<file path="src/sv/lru_page_replacement_top_defines.svh">
// Assertion helpers shared by the replacement table logic.
// Both sample on clk and are switched off while rst_n is low.
`ifndef LRU_PAGE_REPLACEMENT_TOP_DEFINES_SVH
`define LRU_PAGE_REPLACEMENT_TOP_DEFINES_SVH

// Same-cycle implication
`define LRU_PR_ASSERT_IMP(lbl, ante, cons) \
  lbl: assert property (@(posedge clk) disable iff (!rst_n) (ante) |-> (cons)) \
    else $error("lru_page_replacement: same-cycle check failed");

// Next-cycle implication
`define LRU_PR_ASSERT_NXT(lbl, ante, cons) \
  lbl: assert property (@(posedge clk) disable iff (!rst_n) (ante) |=> (cons)) \
    else $error("lru_page_replacement: next-cycle check failed");

`endif

</file>
<file path="src/sv/lru_pr_pkg.sv">
package lru_pr_pkg;

  // Table geometry
  localparam int FRAMES    = 8;
  localparam int PAGE_BITS = 16;
  localparam int SLOT_W    = $clog2(FRAMES);
  localparam int RANK_W    = $clog2(FRAMES);
  localparam int CNT_W     = $clog2(FRAMES + 1);
  localparam int CFG_W     = 4;
  localparam int FAULT_W   = 32;

  localparam logic [CFG_W-1:0]  CFG_RESET = CFG_W'(8);
  localparam logic [RANK_W-1:0] RANK_MAX  = RANK_W'(FRAMES - 1);

  typedef logic [PAGE_BITS-1:0] page_t;
  typedef logic [RANK_W-1:0]    rank_t;
  typedef logic [SLOT_W-1:0]    slot_t;
  typedef logic [CNT_W-1:0]     cnt_t;

  // Input beat
  typedef struct packed {
    page_t page_number;
    logic  last_reference;
  } in_beat_t;

  // Result beat
  typedef struct packed {
    logic               hit;
    slot_t              frame_slot;
    logic               evicted_valid;
    page_t              evicted_page;
    logic [FAULT_W-1:0] fault_count;
  } out_beat_t;

  // Lookup decision handed to the table update
  typedef struct packed {
    logic  hit;
    slot_t slot;
    logic  fill_used;
    logic  was_valid;
    logic  ev_valid;
    page_t ev_page;
  } lookup_t;

endpackage

</file>
<file path="src/sv/lru_pr_lookup.sv">
module lru_pr_lookup (
  input  lru_pr_pkg::page_t           pages [lru_pr_pkg::FRAMES],
  input  logic [lru_pr_pkg::FRAMES-1:0] valid,
  input  lru_pr_pkg::rank_t           ranks [lru_pr_pkg::FRAMES],
  input  lru_pr_pkg::slot_t           fill_ptr,
  input  lru_pr_pkg::cnt_t            n_frames,
  input  lru_pr_pkg::page_t           page,
  output lru_pr_pkg::lookup_t         res
);

  logic [lru_pr_pkg::FRAMES-1:0] managed;
  logic [lru_pr_pkg::FRAMES-1:0] match;
  logic [lru_pr_pkg::FRAMES-1:0] empty;
  lru_pr_pkg::slot_t             hit_idx;
  lru_pr_pkg::slot_t             empty_idx;
  lru_pr_pkg::slot_t             lru_idx;
  lru_pr_pkg::rank_t             best;
  logic                          fill_ok;

  // Parallel tag compare and empty detect over the managed frames
  always_comb begin
    for (int g = 0; g < lru_pr_pkg::FRAMES; g++) begin
      managed[g] = (g < int'(n_frames));
      match[g]   = valid[g] && managed[g] && (pages[g] == page);
      empty[g]   = !valid[g] && managed[g];
    end
  end

  // Lowest-index priority encoders
  always_comb begin
    hit_idx   = '0;
    empty_idx = '0;
    for (int g = lru_pr_pkg::FRAMES - 1; g >= 0; g--) begin
      if (match[g]) begin
        hit_idx = lru_pr_pkg::SLOT_W'(g);
      end
      if (empty[g]) begin
        empty_idx = lru_pr_pkg::SLOT_W'(g);
      end
    end
  end

  // Oldest managed frame, ties to the lowest index (frame 0 is always managed)
  always_comb begin
    lru_idx = '0;
    best    = ranks[0];
    for (int g = 1; g < lru_pr_pkg::FRAMES; g++) begin
      if (managed[g] && (ranks[g] > best)) begin
        best    = ranks[g];
        lru_idx = lru_pr_pkg::SLOT_W'(g);
      end
    end
  end

  // Fill slot is only used when it lies in range and is empty
  assign fill_ok = (lru_pr_pkg::CNT_W'(fill_ptr) < n_frames) && !valid[fill_ptr];

  // Victim selection
  always_comb begin
    res           = '0;
    res.hit       = |match;
    if (|match) begin
      res.slot      = hit_idx;
      res.was_valid = 1'b1;
    end else if (fill_ok) begin
      res.slot      = fill_ptr;
      res.fill_used = 1'b1;
    end else if (|empty) begin
      res.slot      = empty_idx;
    end else begin
      res.slot      = lru_idx;
      res.was_valid = 1'b1;
      res.ev_valid  = 1'b1;
      res.ev_page   = pages[lru_idx];
    end
  end

endmodule

</file>
<file path="src/sv/lru_pr_table.sv">
`include "lru_page_replacement_top_defines.svh"

module lru_pr_table (
  input  logic                          clk,
  input  logic                          rst_n,
  input  logic                          step,
  input  lru_pr_pkg::in_beat_t          beat,
  input  logic [lru_pr_pkg::CFG_W-1:0]  frames_cfg,
  output lru_pr_pkg::out_beat_t         res
);

  // Table state; page contents carry no reset
  lru_pr_pkg::page_t             pages_r [lru_pr_pkg::FRAMES];
  logic [lru_pr_pkg::FRAMES-1:0] valid_r;
  logic [lru_pr_pkg::FRAMES-1:0] valid_nxt;
  lru_pr_pkg::rank_t             rank_r [lru_pr_pkg::FRAMES];
  lru_pr_pkg::rank_t             rank_nxt [lru_pr_pkg::FRAMES];
  lru_pr_pkg::slot_t             fptr_r;
  lru_pr_pkg::slot_t             fptr_nxt;
  logic [lru_pr_pkg::FAULT_W-1:0] faults_r;
  logic [lru_pr_pkg::FAULT_W-1:0] faults_nxt;
  logic [lru_pr_pkg::FAULT_W-1:0] fault_upd;
  lru_pr_pkg::cnt_t              n_frames;
  lru_pr_pkg::lookup_t           lk;

  // Managed frame count: zero acts as one, large values clamp to the table size
  always_comb begin
    if (frames_cfg == '0) begin
      n_frames = lru_pr_pkg::CNT_W'(1);
    end else if (int'(frames_cfg) > lru_pr_pkg::FRAMES) begin
      n_frames = lru_pr_pkg::CNT_W'(lru_pr_pkg::FRAMES);
    end else begin
      n_frames = lru_pr_pkg::CNT_W'(frames_cfg);
    end
  end

  lru_pr_lookup u_lookup (
    .pages    (pages_r),
    .valid    (valid_r),
    .ranks    (rank_r),
    .fill_ptr (fptr_r),
    .n_frames (n_frames),
    .page     (beat.page_number),
    .res      (lk)
  );

  // Saturating fault counter, value shown with this beat
  always_comb begin
    fault_upd = faults_r;
    if (!lk.hit && (faults_r != '1)) begin
      fault_upd = faults_r + 1'b1;
    end
  end

  // Recency, valid and fill pointer update
  always_comb begin
    lru_pr_pkg::rank_t old_rank;
    old_rank   = rank_r[lk.slot];
    valid_nxt  = valid_r;
    rank_nxt   = rank_r;
    fptr_nxt   = fptr_r;
    faults_nxt = fault_upd;
    for (int g = 0; g < lru_pr_pkg::FRAMES; g++) begin
      if ((g < int'(n_frames)) && (lru_pr_pkg::SLOT_W'(g) != lk.slot) && valid_r[g] &&
          (!lk.was_valid || (rank_r[g] < old_rank)) && (rank_r[g] < lru_pr_pkg::RANK_MAX)) begin
        rank_nxt[g] = rank_r[g] + 1'b1;
      end
    end
    rank_nxt[lk.slot]  = '0;
    valid_nxt[lk.slot] = 1'b1;
    if (lk.fill_used) begin
      if ((lru_pr_pkg::CNT_W'(fptr_r) + lru_pr_pkg::CNT_W'(1)) >= n_frames) begin
        fptr_nxt = '0;
      end else begin
        fptr_nxt = fptr_r + 1'b1;
      end
    end
    // end of reference string: back to the reset picture
    if (beat.last_reference) begin
      valid_nxt  = '0;
      fptr_nxt   = '0;
      faults_nxt = '0;
      for (int g = 0; g < lru_pr_pkg::FRAMES; g++) begin
        rank_nxt[g] = '0;
      end
    end
  end

  // Control state
  always_ff @(posedge clk) begin
    if (!rst_n) begin
      valid_r  <= '0;
      fptr_r   <= '0;
      faults_r <= '0;
      for (int g = 0; g < lru_pr_pkg::FRAMES; g++) begin
        rank_r[g] <= '0;
      end
    end else if (step) begin
      valid_r  <= valid_nxt;
      fptr_r   <= fptr_nxt;
      faults_r <= faults_nxt;
      rank_r   <= rank_nxt;
    end
  end

  // Page store write on a fault
  always_ff @(posedge clk) begin
    if (step && !lk.hit) begin
      pages_r[lk.slot] <= beat.page_number;
    end
  end

  // Result for this beat
  always_comb begin
    res.hit           = lk.hit;
    res.frame_slot    = lk.slot;
    res.evicted_valid = lk.ev_valid;
    res.evicted_page  = lk.ev_page;
    res.fault_count   = fault_upd;
  end

  // Checks
  `LRU_PR_ASSERT_NXT(a_last_clears, step && beat.last_reference, valid_r == '0 && faults_r == '0)
  `LRU_PR_ASSERT_NXT(a_faults_mono, step && !beat.last_reference, faults_r >= $past(faults_r))
  `LRU_PR_ASSERT_IMP(a_evict_resident, step && lk.ev_valid, valid_r[lk.slot] && !lk.hit)
  `LRU_PR_ASSERT_NXT(a_touch_mru, step && !beat.last_reference, valid_r[$past(lk.slot)] && rank_r[$past(lk.slot)] == '0)

endmodule

</file>
<file path="src/sv/lru_page_replacement_top.sv">
// A result beat is loaded into the result register when its input beat leaves the input register.
// Throughput: one reference per cycle sustained while out_stall is low; lookup, victim choice and
// recency update share a single pass between the input and result registers.
// Reset (rst_n low, synchronous): both channel registers empty, valid bits,
// ranks, fill pointer and fault count cleared, frame count set to 8.
// Page contents are not cleared; they are read only behind a valid bit.
module lru_page_replacement_top (
  input  logic                          clk,
  input  logic                          rst_n,
  input  logic                          in_valid,
  output logic                          in_stall,
  input  lru_pr_pkg::in_beat_t          in_data,
  output logic                          out_valid,
  input  logic                          out_stall,
  output lru_pr_pkg::out_beat_t         out_data,
  input  logic                          cfg_we,
  input  logic [lru_pr_pkg::CFG_W-1:0]  cfg_data
);

  logic [lru_pr_pkg::CFG_W-1:0]   frames_cfg_r;
  logic                           in_vld_r;
  lru_pr_pkg::in_beat_t           in_beat_r;
  logic                           out_vld_r;
  lru_pr_pkg::out_beat_t          out_beat_r;
  lru_pr_pkg::out_beat_t          res;
  logic                           adv;
  logic                           step;

  // Frame count register
  always_ff @(posedge clk) begin
    if (!rst_n) begin
      frames_cfg_r <= lru_pr_pkg::CFG_RESET;
    end else if (cfg_we) begin
      frames_cfg_r <= cfg_data;
    end
  end

  // Result register drains or is empty: the held beat can move on
  assign adv      = !out_vld_r || !out_stall;
  assign step     = in_vld_r && adv;
  assign in_stall = in_vld_r && !adv;

  // Input register
  always_ff @(posedge clk) begin
    if (!rst_n) begin
      in_vld_r <= 1'b0;
    end else if (!in_stall) begin
      in_vld_r <= in_valid;
    end
  end

  always_ff @(posedge clk) begin
    if (!in_stall && in_valid) begin
      in_beat_r <= in_data;
    end
  end

  lru_pr_table u_table (
    .clk        (clk),
    .rst_n      (rst_n),
    .step       (step),
    .beat       (in_beat_r),
    .frames_cfg (frames_cfg_r),
    .res        (res)
  );

  // Result register
  always_ff @(posedge clk) begin
    if (!rst_n) begin
      out_vld_r <= 1'b0;
    end else if (adv) begin
      out_vld_r <= in_vld_r;
    end
  end

  always_ff @(posedge clk) begin
    if (step) begin
      out_beat_r <= res;
    end
  end

  assign out_valid = out_vld_r;
  assign out_data  = out_beat_r;

endmodule

</file>
<file path="config.mk">
export PLATFORM = sky130hd
export DESIGN_NAME = lru_page_replacement_top
export DESIGN_NICKNAME = d
export VERILOG_FILES = /design/src/sv/lru_pr_pkg.sv /design/src/sv/lru_pr_lookup.sv /design/src/sv/lru_pr_table.sv /design/src/sv/lru_page_replacement_top.sv
export VERILOG_INCLUDE_DIRS = /design/src /design/src/sv
export SDC_FILE = /design/constraint.sdc
export NUM_CORES = 1
export LEC_CHECK = 0
export ABC_AREA = 1
export BUFFER_PORTS_ARGS = -buffer_cell sky130_fd_sc_hd__buf_2
export CAP_MARGIN = 10
export CORE_UTILIZATION = 40
export DETAILED_ROUTE_END_ITERATION = 6
export PLACE_DENSITY = 0.68
export SLEW_MARGIN = 5
export SYNTH_ARGS = -nofsm -noshare
export SYNTH_HDL_FRONTEND = slang
export SYNTH_SLANG_ARGS = --single-unit
</file>
<file path="constraint.sdc">
create_clock -name clk -period 8.2 [get_ports clk]
set_input_delay 0 -clock clk [delete_from_list [all_inputs] [get_ports clk]]
set_output_delay 0 -clock clk [all_outputs]
set_load 0.005 [all_outputs]
</file>
-- Word-level counts from Yosys, hierarchy flattened
Cells that the tools add are included.
- register bits after elaboration: 271
- input port bits: 26
- output and inout port bits: 55
- logic and storage cells: 273
- $add $sub $neg: 11
- order comparisons: 40
- equal/unequal tests: 16
- multiplexer cells: 69
- bitwise operators: 5
- reductions and logical operators: 103
- operators by type and width (kind ; number):
    $mux 3 ; 45
    $bwmux 128 ; 1
    $eq 16x16->1 ; 8
    $logic_and 1x1->1 ; 71
    $mux 32 ; 2
    $bmux 16 s3 ; 1
    $demux 16 s3 ; 1
    $mux 16 ; 3
    $mux 18 ; 2
    $add 32x1->32 const B ; 1
    $ne 32x32->1 const B ; 1
    $add 3x1->3 const B ; 9
    $and 24x24->24 ; 1
    $lt 3x3->1 ; 8
    $lt 3x3->1 const B ; 8
    $mux 24 ; 1
    $not 24->24 ; 1
    $gt 3x3->1 ; 7
    $reduce_or 17->1 ; 1
    $lt 3x4->1 const A ; 4
    $reduce_or 8->1 ; 2
    $logic_not 1->1 ; 15
    $ne 3x3->1 const A ; 4
    $bmux 3 s3 ; 1
    26 further kinds ; 46

-- Depth between registers and ports, before layout
- depth after elaboration: 38
- depth in mapped cells: 70
- depth with buffers taken out: 69

-- Modules after synthesis
A second synthesis with hierarchy kept.
- cell total of the unflattened synthesis: 2216
- area, all modules: 16947.5 sq um
- by module, submodules not included (module ; times used ; cells each ; area an instance (sq um) ; seq. area each (sq um)):
    lru_pr_table ; 1 ; 991 ; 9162.5 ; 5185.0
    lru_pr_lookup ; 1 ; 1125 ; 5454.0 ; 0.0
    lru_page_replacement_top ; 1 ; 100 ; 2331.0 ; 2222.1

-- Least setup slack after synthesis
OpenSTA, ideal clock, no wires.
- kind: register -> register
- start point: register u_table.rank_r[23] (netlist name)
- end point: register u_table.rank_r[7] (netlist name)
- library setup time: 132 ps
- arrival: 8781 ps
- required time: 8068 ps
- setup slack: -714 ps
- stages on the path, launching flop included: 66
- buffers on the path: 1
- period minus slack after synthesis: 8914 ps
- cell sequence: dfxtp_1 > inv_1 > ha_1 > a21oi_1 > nand2_1 > nand2_4 > nand2_1 > o21ai_0 > ha_1 > o21ai_0 > nand3_1 > nand3_2 > nand2_2 > o21ai_0 > ha_1 > or2_2 > o22ai_1 > inv_1 > (+30 left out) > nand2_2 > nand2_1 > a21oi_2 > buf_4 > nor2_1 > a22oi_1 > o21ai_0 > a211oi_1 > a21oi_1 > ha_1 > nand2_1 > clkinv_1 > nand2_1 > nand2_1 > nand2_1 > nand3_2 > o211ai_1 > a21oi_1
- RTL lines (item ; line ; text):
    from (decl) ; lru_pr_table.sv:16 ; lru_pr_pkg::rank_t rank_r [lru_pr_pkg::FRAMES];
    from (signal assigned) ; lru_pr_table.sv:102 ; rank_r <= rank_nxt;

-- Worst setup path after layout
- start point: register u_table.rank_r[23] (netlist name)
- end point: register u_table.rank_r[5] (netlist name)
- longest elaborated chain between the ends: 35
- elaborated cells on any way between the ends: 50
- classes of those cells: 10 x order compare; 1 x eq/ne; 23 x mux; 3 x bitwise; 13 x reduce/logical
- RTL lines (item ; line ; text):
    $gt 3x3->1 ; lru_pr_lookup.sv:48 ; if (managed[g] && (ranks[g] > best)) begin
    $logic_and 1x1->1 ; lru_pr_lookup.sv:48 ;
    $mux 3 ; lru_pr_lookup.sv:48 ;
    $gt 3x3->1 ; lru_pr_lookup.sv:48 ;
    $logic_and 1x1->1 ; lru_pr_lookup.sv:48 ;
    $mux 3 ; lru_pr_lookup.sv:48 ;
    $gt 3x3->1 ; lru_pr_lookup.sv:48 ;
    $logic_and 1x1->1 ; lru_pr_lookup.sv:48 ;
    (+18 left out) ; - ;
    $mux 3 (implied by the code) (2 in a row) ; lru_pr_table.sv:58 ; old_rank = rank_r[lk.slot];
    $lt 3x3->1 ; lru_pr_table.sv:65 ; (!lk.was_valid || (rank_r[g] < old_rank)) && (rank_r[g] < lru_pr_pkg::RANK_MAX)) begin
    $logic_or 1x1->1 ; lru_pr_table.sv:65 ;
    $logic_and 1x1->1 ; lru_pr_table.sv:64 ; if ((g < int'(n_frames)) && (lru_pr_pkg::SLOT_W'(g) != lk.slot) && valid_r[g] &&
    $logic_and 1x1->1 ; lru_pr_table.sv:65 ;
    $mux 3 ; lru_pr_table.sv:64 ;
    $and 24x24->24 (no source line) * ; - ;
    $mux 24 * ; lru_pr_table.sv:79 ; if (beat.last_reference) begin
Every way passes the cells marked *; elsewhere a longest branch is shown, timed or not. The select of a mux whose other input is x is not followed.
A chain may end at the register's enable or synchronous reset.

==> out/results.tsv <==
metric	value	unit
# diodes	0	
via/cell ratio	5.52	
asr flop ratio synth	0	%
syn_nets	1933	
Post-DRT Antenna Nets	0	
row count	71	
Synth Instances	1869	
first-pass GRT wire length	75700	µm
Finished Layout Cells	2594	
Mapped Avg Cell Area	8.30	µm²
DRT Pass-1 Iters	6	
antenna violations before repair	1	
Area growth syn-to-layout	22.6	%
combinational share of power	16.5	%
CP Data Arrival Time	8.90	ns
P per Cell Area	178	mW/mm²
crit-path most repeated cell	nand2_2	
min cycle time layout	8.50	ns
Wirelength per Cell	19.0	µm
complex-gate fraction of the synthesized area	11.1	%
EDFF count, synth	198	
NumNets Final	2126	
cts bufs inserted	28	
R2R Path Start	u_table.rank_r[23]	
met1 global-route usage	32.9	%
clk_lat worst skew	0.57	ns
Slew headroom	20.6	%
core box area	0.0379	mm²
CTS tree	yes	
Sink Count	271	
clk buf depth	3	
final WL	49200	µm
WHS Path Cells	2	
layout cell share with drive strength beyond 1	18.9	%
mux cell area share after synthesis	0.0726	%
port bufs	80	
Final WS setup	-0.296	ns
final hold slack	0.144	ns
H-tree Lvls	1	
status	finished, violations left	
Req. time, crit path	8.61	ns
Clock transition at path regs	0.07	ns
met3 Track Usage GR	3.75	%
root buffer cell	clkbuf_16	
sw power	0.000951	W
largest net degree at the start of global routing	77	
Synth Area in Simple Gates	25.2	%
multi-input logic area	0.00747	mm²
die width	199	µm
fill cell count	3580	
Most used DFF post-synth	edfxtp_1	
Initial DRC Count	1473	
HPWL after DPL	34600	µm
leakage power	7.71	nW
Vert. Die Dim	199	µm
placed inst area	0.0171	mm²
failing checks	setup timing	
layer with the highest usage	met2	
global placement routability congestion	0.979	
crit end category	flip-flop	
clock skew	0.0297	ns
vias in the first global route	13600	
Synth Area in XOR/XNOR	5.48	%
clock share of power	37.8	%
post-route cell area	0.0190	mm²
hold wc startpoint	in_data[13]	
Residual DRC	0	
Max VDD drop	0.000186	V
Critical Path Fanout Max	6	
Crit path max-delay family	simple AND/OR/NAND/NOR gates	
Top Ports	81	
Final Max Slew Viols	0	
Mapped Area	0.0155	mm²
Hold Crit Class	primary input to flip-flop	
Buf+Inv Stages, Crit Path	7	
period utilization	104	%
gr usage total	24.7	%
sw frac	28.0	%
Worst Setup Start Kind	flip-flop	
synthesized flop and latch total	271	
sequential share of the synthesized area	47.7	%
largest family of logic cells by synthesized area	simple AND/OR/NAND/NOR gates	
Setup CP Type	flip-flop to flip-flop	
post-synthesis adder-cell area fraction	3.06	%
Internal	0.00244	W
Reg2Reg Depth	67	
Via Count	14300	
DP Cell Count	2475	
synth unique cells	52	
Layout Utilization	50.1	%
Remaining Overflow, GRT	0	
Sequential Power Share	45.7	%
RSZ-0062 raised after global routing	yes	
R2R Path End	u_table.rank_r[5]	
f_max	118	MHz
Ys Warns	0	
CP Launch Point	u_table.rank_r[23]	
Hold Fails Final Rpt	0	
maxcap violations	0	
Worst Hold End	in_beat_r[13]	
endpoints failing setup	24	
critical path's slowest cell	dfxtp_4	
crit-path max cell delay	0.35	ns
Initial Util	40.9	%
die area	0.0396	mm²
Worst-Margin Slew	1.19	ns
internal reg-to-reg setup slack	-0.30	ns
register area	0.00742	mm²
met2 usage	40.6	%
==> area by class of cell <==
type / count / share of cell area (%)
sequential: 271 / 39.0
tap: 511 / 3.36
timing repair buffer: 224 / 8.88
clock inverter: 17 / 0.737
inverter: 233 / 4.65
clock buffer: 34 / 4.07
multi-input combinational: 1304 / 39.3
==> synth_stat cells (2+ instances only) <==
master,number,area (µm²)
a22oi_1,2,15.0
a311oi_1,4,35.0
a21o_1,2,15.0
nand2_4,9,101
o22ai_1,9,56.3
nor3_1,46,230
buf_2,17,85.1
or2_2,7,43.8
o2111ai_1,2,17.5
edfxtp_1,198,5950
nand4_1,45,282
inv_4,2,12.5
nor4b_1,4,35.0
inv_2,10,37.5
a21oi_1,130,651
clkinv_1,4,15.0
nor4_1,46,288
and3_1,2,12.5
clkbuf_1,37,139
a31oi_1,21,131
buf_4,2,15.0
xor2_1,80,701
nand3_1,114,571
nand3_2,10,100
o21ai_0,110,551
nor2_1,203,762
buf_1,4,15.0
xnor2_1,17,149
nor3b_1,5,37.5
dfxtp_1,73,1460
ha_1,38,475
o211ai_1,13,97.6
nand3b_1,3,22.5
nand2_2,20,125
nand2_1,335,1260
o21ai_1,10,50.1
inv_1,217,815
a21oi_2,4,35.0
==> power by group through the flow <==
stage,clock network [W],logic [W],registers (W)
floorplan,0,0.000326,0.00156
global placement,0,0.000470,0.00158
detailed placement,0,0.000477,0.00158
CTS,0.00131,0.000510,0.00155
global route,0.00136,0.000611,0.00155
finish,0.00128,0.000560,0.00155
==> through the flow <==
| stage | setup WS (ns) | TNS (ns) | total power (W) |
|---|---|---|---|
| finish | -0.296 | -5.33 | 0.00339 |
| floorplan | 0.000815 | 0 | 0.00188 |
| global route | -0.813 | -32.12 | 0.00352 |
| CTS | -0.0515 | -0.300 | 0.00337 |
| global placement | -0.171 | -1.47 | 0.00205 |
| detailed placement | -0.541 | -10.06 | 0.00206 |
==> layer usage <==
| layer | wire [µm] | share of wire (%) |
|---|---|---|
| met1 | 20900 | 42 |
| met5 | 14 | 0.028 |
| met3 | 3760 | 7.7 |
| met4 | 1670 | 3.4 |
| met2 | 22900 | 47 |
==> how the worst max path moves through the flow <==
| stage | end | slack, ns | cells after the start |
|---|---|---|---|
| after detailed placement | u_table.rank_r[11] | -0.54 | 64 |
| after floorplan | u_table.rank_r[11] | 0.0008 | 66 |
| after CTS | u_table.rank_r[11] | -0.05 | 66 |
| after global routing | u_table.rank_r[5] | -0.81 | 67 |
| after global placement | u_table.rank_r[11] | -0.17 | 67 |
| final | u_table.rank_r[5] | -0.30 | 67 |
==> timing repair <==
item | CTS | global route
gates resized for setup | 14 | 79
hold buffers | 34 | 0
endpoints found under the setup margin | 24 | 136
endpoints found under the hold margin | 30 | 0
pin swaps | 36 | 19
setup buffers | 27 | 9
==> placed cells by master (no fill, tap or decap), drive strengths merged, types with 3 or more instances in the layout <==
cell type	netlist	final
nor4	46	46
nand3	124	124
nand3b	3	3
o21ai	120	120
nand4	45	45
nor3	46	46
dfxtp	73	73
edfxtp	198	198
nor3b	5	5
nor4b	4	4
clkinv	4	17
xor2	80	80
clkbuf	37	34
ha	38	38
xnor2	17	17
buf	24	190
inv	229	229
o22ai	9	9
a31oi	21	21
dlygate4sd3	0	34
nor2	205	205
a21oi	134	134
or2	7	7
o211ai	13	13
nand2	364	364
a311oi	5	5
==> sequential cells by signal, summed over array words and instances (netlist names) <==
name / flops
u_table.valid_r: 8
out_data: 53
u_table.fptr_r: 3
u_table.faults_r: 32
frames_cfg_r: 4
out_valid: 1
in_vld_r: 1
u_table.pages_r: 128
in_beat_r: 17
u_table.rank_r: 24
==> logic make-up (layout without fill, tap and decap cells) <==
logic type	count (synthesis)	after routing
adders and majority gates	38	38
muxes	1	1
xor gates and xnor gates	97	97
DFF	271	271
AOI/OAI and AO/OA	314	314
and+or+nand+nor	854	854
buffers and inverters	294	508
No activity file was read; power rests on OpenSTA's default activity.
